## config.mk

```make
export PLATFORM = sky130hd
export DESIGN_NAME = api_frame_receiver
export DESIGN_NICKNAME = d
export VERILOG_FILES = /design/src/design/afr_pkg.sv /design/src/design/afr_parser.sv /design/src/design/afr_out_reg.sv /design/src/design/api_frame_receiver.sv
export SDC_FILE = /design/constraint.sdc
export NUM_CORES = 1
export LEC_CHECK = 0
export BUFFER_PORTS_ARGS = -buffer_cell sky130_fd_sc_hd__buf_2
export CAP_MARGIN = 20
export CORE_MARGIN = 2
export CORE_UTILIZATION = 35
export DETAILED_ROUTE_END_ITERATION = 8
export GPL_TIMING_DRIVEN = 0
export SLEW_MARGIN = 30
export SYNTH_ARGS = -nofsm -noshare
export SYNTH_HDL_FRONTEND = slang
export SYNTH_SLANG_ARGS = --single-unit
```

## constraint.sdc

```tcl
create_clock -name clk -period 4.6 [get_ports clk]
set_input_delay 0 -clock clk [delete_from_list [all_inputs] [get_ports clk]]
set_output_delay 0 -clock clk [all_outputs]
set_load 0.05 [all_outputs]
```

## src/design/afr_pkg.sv

```systemverilog
package afr_pkg;

  typedef enum logic [2:0] {
    ST_HUNT   = 3'd0,
    ST_LEN_HI = 3'd1,
    ST_LEN_LO = 3'd2,
    ST_DATA   = 3'd3,
    ST_CHECK  = 3'd4,
    ST_RESYNC = 3'd5
  } parse_state_t;

  typedef enum logic [1:0] {
    KIND_PAYLOAD = 2'd0,
    KIND_GOOD    = 2'd1,
    KIND_BAD     = 2'd2
  } kind_t;

  localparam logic [7:0] START_BYTE = 8'h7E;
  localparam logic [7:0] KEEP_MARK  = 8'd129;

  typedef struct packed {
    kind_t      kind;
    logic [7:0] data;
  } result_t;

endpackage

```

## src/design/afr_parser.sv

```systemverilog
module afr_parser #(
  parameter int MAX_LEN = 128
) (
  input  logic             clk,
  input  logic             rst_n,
  input  logic             step,
  input  logic [7:0]       rx_byte,
  input  logic             chunk_last,
  output logic             res_valid,
  output afr_pkg::result_t res
);
  import afr_pkg::*;

  localparam logic [15:0] MAX_LEN_W = 16'(MAX_LEN);

  parse_state_t state_r, state_nxt;
  logic [15:0]  frame_length_r, frame_length_nxt;
  logic [15:0]  bytes_seen_r, bytes_seen_nxt;
  logic [7:0]   running_sum_r, running_sum_nxt;
  logic         keep_payload_r, keep_payload_nxt;

  logic [15:0]  lo_len;
  logic [15:0]  seen_inc;
  logic         keep_eff;
  logic         sum_ok;

  assign lo_len   = {frame_length_r[7:0], rx_byte};
  assign seen_inc = bytes_seen_r + 16'd1;
  assign keep_eff = (bytes_seen_r == 16'd0) ? (rx_byte == KEEP_MARK) : keep_payload_r;
  assign sum_ok   = (rx_byte == ~running_sum_r);

  // next state and frame bookkeeping
  always_comb begin
    state_nxt        = state_r;
    frame_length_nxt = frame_length_r;
    bytes_seen_nxt   = bytes_seen_r;
    running_sum_nxt  = running_sum_r;
    keep_payload_nxt = keep_payload_r;
    unique case (state_r)
      ST_HUNT: begin
        if (rx_byte == START_BYTE) state_nxt = ST_LEN_HI;
      end
      ST_LEN_HI: begin
        if (rx_byte != 8'd0) begin
          if ({8'd0, rx_byte} < MAX_LEN_W) begin
            frame_length_nxt = {8'd0, rx_byte};
            bytes_seen_nxt   = 16'd0;
            running_sum_nxt  = 8'd0;
            state_nxt        = ST_DATA;
          end else begin
            state_nxt = ST_HUNT;
          end
        end else begin
          frame_length_nxt = 16'd0;
          state_nxt        = ST_LEN_LO;
        end
      end
      ST_LEN_LO: begin
        frame_length_nxt = lo_len;
        if (lo_len > MAX_LEN_W || lo_len == 16'd0) begin
          state_nxt = ST_HUNT;
        end else begin
          bytes_seen_nxt  = 16'd0;
          running_sum_nxt = 8'd0;
          state_nxt       = ST_DATA;
        end
      end
      ST_DATA: begin
        running_sum_nxt  = running_sum_r + rx_byte;
        keep_payload_nxt = keep_eff;
        bytes_seen_nxt   = seen_inc;
        if (seen_inc >= frame_length_r) state_nxt = ST_CHECK;
      end
      ST_CHECK: begin
        if (!sum_ok && rx_byte == START_BYTE && !chunk_last) state_nxt = ST_RESYNC;
        else state_nxt = ST_HUNT;
      end
      ST_RESYNC: begin
        if (rx_byte == 8'd0) begin
          frame_length_nxt = 16'd0;
          state_nxt        = ST_LEN_LO;
        end else if (rx_byte == START_BYTE) begin
          state_nxt = ST_LEN_HI;
        end else begin
          state_nxt = ST_HUNT;
        end
      end
      default: state_nxt = ST_HUNT;
    endcase
  end

  // result
  always_comb begin
    res_valid = 1'b0;
    res.kind  = KIND_PAYLOAD;
    res.data  = 8'd0;
    unique case (state_r)
      ST_DATA: begin
        res_valid = keep_eff;
        res.data  = rx_byte;
      end
      ST_CHECK: begin
        res_valid = 1'b1;
        res.kind  = sum_ok ? KIND_GOOD : KIND_BAD;
      end
      default: res_valid = 1'b0;
    endcase
  end

  always_ff @(posedge clk) begin
    if (!rst_n) begin
      state_r        <= ST_HUNT;
      frame_length_r <= 16'd0;
      bytes_seen_r   <= 16'd0;
      running_sum_r  <= 8'd0;
      keep_payload_r <= 1'b0;
    end else if (step) begin
      state_r        <= state_nxt;
      frame_length_r <= frame_length_nxt;
      bytes_seen_r   <= bytes_seen_nxt;
      running_sum_r  <= running_sum_nxt;
      keep_payload_r <= keep_payload_nxt;
    end
  end

  a_res_only_in_frame: assert property (@(posedge clk) disable iff (!rst_n)
    res_valid |-> (state_r == ST_DATA || state_r == ST_CHECK))
    else $error("result outside data or check state");

  a_seen_below_len: assert property (@(posedge clk) disable iff (!rst_n)
    (state_r == ST_DATA) |-> (bytes_seen_r < frame_length_r))
    else $error("byte count reached length while in data state");

  a_check_leaves: assert property (@(posedge clk) disable iff (!rst_n)
    (step && state_r == ST_CHECK) |=> (state_r == ST_HUNT || state_r == ST_RESYNC))
    else $error("check state did not return to hunt or resync");

endmodule

```

## src/design/afr_out_reg.sv

```systemverilog
module afr_out_reg (
  input  logic             clk,
  input  logic             rst_n,
  input  logic             load,
  input  afr_pkg::result_t res,
  output logic             ready,
  output logic             out_valid,
  input  logic             out_stall,
  output logic [1:0]       out_kind,
  output logic [7:0]       out_byte
);
  import afr_pkg::*;

  logic    valid_r;
  result_t data_r;

  assign ready     = !valid_r || !out_stall;
  assign out_valid = valid_r;
  assign out_kind  = data_r.kind;
  assign out_byte  = data_r.data;

  always_ff @(posedge clk) begin
    if (!rst_n) begin
      valid_r <= 1'b0;
    end else if (ready) begin
      valid_r <= load;
    end
  end

  always_ff @(posedge clk) begin
    if (ready && load) data_r <= res;
  end

  a_no_load_when_full: assert property (@(posedge clk) disable iff (!rst_n)
    load |-> ready)
    else $error("result loaded while output register held");

  a_kind_legal: assert property (@(posedge clk) disable iff (!rst_n)
    valid_r |-> (data_r.kind == KIND_PAYLOAD || data_r.kind == KIND_GOOD ||
                 data_r.kind == KIND_BAD))
    else $error("illegal result kind");

  a_status_byte_zero: assert property (@(posedge clk) disable iff (!rst_n)
    (valid_r && data_r.kind != KIND_PAYLOAD) |-> (data_r.data == 8'd0))
    else $error("status result carries nonzero byte");

endmodule

```

## src/design/api_frame_receiver.sv

```systemverilog
// An accepted byte is registered at the input, then its result in the out_ register.
// Throughput: one byte per cycle unless stalled; parser state advances once per byte.
// A stalled output holds the result register and backs up through the input register.
// Reset (rst_n low, synchronous) returns the parser to hunt for the start byte
// and empties the input and output registers.
module api_frame_receiver #(
  parameter int MAX_LEN = 128
) (
  input  logic       clk,
  input  logic       rst_n,
  input  logic       in_valid,
  output logic       in_stall,
  input  logic [7:0] in_rx_byte,
  input  logic       in_chunk_last,
  output logic       out_valid,
  input  logic       out_stall,
  output logic [1:0] out_kind,
  output logic [7:0] out_byte
);
  import afr_pkg::*;

  logic       full_r;
  logic [7:0] rx_byte_r;
  logic       chunk_last_r;
  logic       step;
  logic       res_valid;
  logic       out_ready;
  result_t    res;

  assign step     = full_r && out_ready;
  assign in_stall = full_r && !out_ready;

  always_ff @(posedge clk) begin
    if (!rst_n) begin
      full_r <= 1'b0;
    end else if (!in_stall) begin
      full_r <= in_valid;
    end
  end

  always_ff @(posedge clk) begin
    if (!in_stall && in_valid) begin
      rx_byte_r    <= in_rx_byte;
      chunk_last_r <= in_chunk_last;
    end
  end

  afr_parser #(
    .MAX_LEN(MAX_LEN)
  ) u_parser (
    .clk       (clk),
    .rst_n     (rst_n),
    .step      (step),
    .rx_byte   (rx_byte_r),
    .chunk_last(chunk_last_r),
    .res_valid (res_valid),
    .res       (res)
  );

  afr_out_reg u_out (
    .clk      (clk),
    .rst_n    (rst_n),
    .load     (step && res_valid),
    .res      (res),
    .ready    (out_ready),
    .out_valid(out_valid),
    .out_stall(out_stall),
    .out_kind (out_kind),
    .out_byte (out_byte)
  );

endmodule
```

==> results.toml <==
[status]
status = "completed"

[clock_network]
clock_path_buffers = 2
worstSkewPairLatency_ns = 0.35
cts-htree-levels = 3
cts_resized = 0
root_buffer = "clkbuf_8"
clk_pin_slew_ns = 0.07
cts_tree = "built"
cts_made_buffers = 9
cts.sinks = 65

[floorplan]
fp-row-count = 37
die_y_um = 106
coreArea_um2 = 10200
die_w_um = 106
ios = 25
die_area_um2 = 11300
start_util_pct = 35.7

[synthesis]
syn_avg_cell_area_um2 = 9.51
synth_most_common_cell = "dfxtp_1"
seq_area_frac_synth_pct = 40.8
synth-main-ff-cell = "dfxtp_1"
synth_common_cells = "46 x dfxtp_1, 39 x nand2_1, 25 x ha_1, 25 x inv_1, 22 x nor2_1"
synthesis.area_um2 = 3650
ys_seq_elements = 65
synth_top_area_share_pct = 25.2
yosysWarnings = 0
async_flop_share_pct = 0
synth_area_leaders = "dfxtp_1 25%, edfxtp_1 16%, ha_1 8.6%"
synth_edf_count = 19
yosysUniqueCellTypes = 58
yosysTopAreaCell = "dfxtp_1"
synth_nets = 423
synthCells = 384

[placement]
dp_slack_ns = 1.03
dp_hpwl_um = 6690
dp_cells = 544
finalWeightedCongestion = 0.849
portBuffers = 24

[timing]
rsz0062_at_grt = "no"
max_slew_margin_pct = 46.3
timing_worst_slew_pin_value_ns = 0.800
setup_viol = 0
finalHoldViolCount = 0
fmax_mhz = 274
finalMaxSlewViolations = 0
finalCritPeriodShare_pct = 79.5
min_period_ns = 3.65
setup_ws_ns = 0.945
finClkSkew_ns = 0.0121
tns_ns = 0

[worst_setup_path]
crit_type = "reg -> reg"
arrival_ns = 3.90
cp-start-kind = "flop"
end_kind = "flop"
worstPathRequired_ns = 4.85
path_max_fanout = 7

[pwr]
p_leak_nw = 1.67
peakVddDrop_mv = 0.146
p_per_area_nw_per_um2 = 278

[cells_and_area]
drive_gt1_share_pct = 14.0
layout.cells.non_filler = 571
utilization_pct = 41.8
nets = 469
synthToLayoutAreaGrowth_pct = 16.9
n_antenna_cell = 0

[grt]
grt_pass1_vias = 2965
antenna_found_initial = 0
grt_pass1_wl_um = 15100
grt_max_degree = 12
grt-ovfl-total = 0
grt_use_total_pct = 17.3

[drt]
routed_via_density = 5.41
first_pass_iters = 4
drt_iter0_drc = 239
finalWirelength_um = 9230
wl_per_cell_um = 16.2
vias = 3091
drc = 0
ant_nets = 0

[flow_run]
drv_cap = 0

[hold_path]
hp-class = "in -> reg"
==> through the flow <==
stage               power [mW]  instance area [µm²]  hold WS [ns]
CTS                       1.20                 4270        0.0927
floorplan                0.639                 3650        0.0989
detailed placement       0.659                 3950         0.179
global route              1.22                 4270         0.130
global placement         0.658                 3940         0.176
finish                    1.19                 4270         0.122
==> cell type report <==
cell class | instances | area [µm²]
clock buffer | 11 | 131
clock inverter | 5 | 80.1
timing repair buffer | 35 | 230
fill | 1017 | 5960
multi-input combinational | 276 | 1970
buffer | 18 | 100
tap | 136 | 170
inverter | 25 | 93.8
sequential | 65 | 1490
==> flip-flops by register name, summed over array words and instances, names as in the netlist, 2 cells and up <==
register                 cells
rx_byte_r                    8
u_out.out_byte               8
u_out.out_kind               2
u_parser.bytes_seen_r       16
u_parser.frame_length_r     16
u_parser.running_sum_r       8
u_parser.state_r             3
==> cells in the final DEF (no fill, tap or decap), drive strengths merged, types with 2 or more instances in the layout <==
| cell type | n |
|---|---|
| a2111oi | 2 |
| a21boi | 3 |
| a21o | 6 |
| a21oi | 14 |
| a22oi | 2 |
| a31o | 2 |
| a31oi | 6 |
| a32o | 21 |
| and2 | 10 |
| and3 | 6 |
| and4 | 3 |
| buf | 32 |
| bufinv | 2 |
| clkbuf | 21 |
| clkinvlp | 2 |
| dfxtp | 46 |
| dlygate4sd3 | 11 |
| edfxtp | 19 |
| ha | 25 |
| inv | 25 |
| mux2i | 10 |
| nand2 | 39 |
| nand2b | 3 |
| nand3 | 11 |
| nand4 | 10 |
| nor2 | 23 |
| nor2b | 2 |
| nor3 | 8 |
| nor3b | 3 |
| nor4 | 5 |
| nor4b | 2 |
| o21a | 3 |
| o21ai | 19 |
| o221a | 2 |
| or4 | 3 |
| xnor2 | 13 |
| xor2 | 7 |
==> path summary, 6_finish.rpt <==
check / startpoint / end / slack (ns) / cells after the start
max reg2reg: u_parser.bytes_seen_r[2]$_SDFFE_PN0P_ / u_parser.state_r[0]$_SDFFE_PN0P_ / 0.95 / 13
max: u_parser.bytes_seen_r[2]$_SDFFE_PN0P_ / u_parser.state_r[0]$_SDFFE_PN0P_ / 0.95 / 13
min: rst_n / u_parser.state_r[1]$_SDFFE_PN0P_ / 0.12 / 4
min reg2reg: u_parser.keep_payload_r$_SDFFE_PN0P_ / u_parser.keep_payload_r$_SDFFE_PN0P_ / 0.49 / 2
==> repair_timing <==
action / in CTS / in global routing
hold buffers: 11 / 0
buffers inserted: 0 / 0
hold endpoints to repair: 11 / 0
==> cell families (layout without fill, tap and decap cells) <==
logic type      after synthesis  count (layout)  share of synthesized area (%)
simple gates                128             128                           18.6
mux                          11              11                           3.05
fa+ha+maj                    26              26                           9.11
buf+inv                      43              94                           5.31
xor+xnor                     20              20                           4.79
compound gates               91              91                           18.4
flops                        65              65                           40.8
==> power breakdown <==
| group | total [mW] | internal, mW | switching (mW) |
|---|---|---|---|
| sequential | 0.602 | 0.593 | 0.00965 |
| clock | 0.532 | 0.305 | 0.227 |
| combinational | 0.0510 | 0.0221 | 0.0289 |
| total | 1.19 | 0.919 | 0.266 |
==> critical path, cell delays in order, from the launching register on <==
cell	delay, ns
dfxtp_1	0.31
clkbuf_1	0.25
nand3_1	0.27
nor2_1	0.41
and3_1	0.29
nand3_1	0.13
xnor2_1	0.24
ha_1	0.29
nand4_1	0.12
nor2_1	0.08
a2111oi_0	0.43
o211ai_1	0.31
and4_1	0.26
o21a_1	0.17
==> layer usage <==
metal,vias to the layer above,track usage [%],part of all wire (%)
met5,-,0,0
met4,0,8.27,2.4
met3,19,3.13,4.1
met2,77,27.2,47
met1,1481,22.9,47
li1,1514,-,-
No activity file was read; power rests on OpenSTA's default activity.
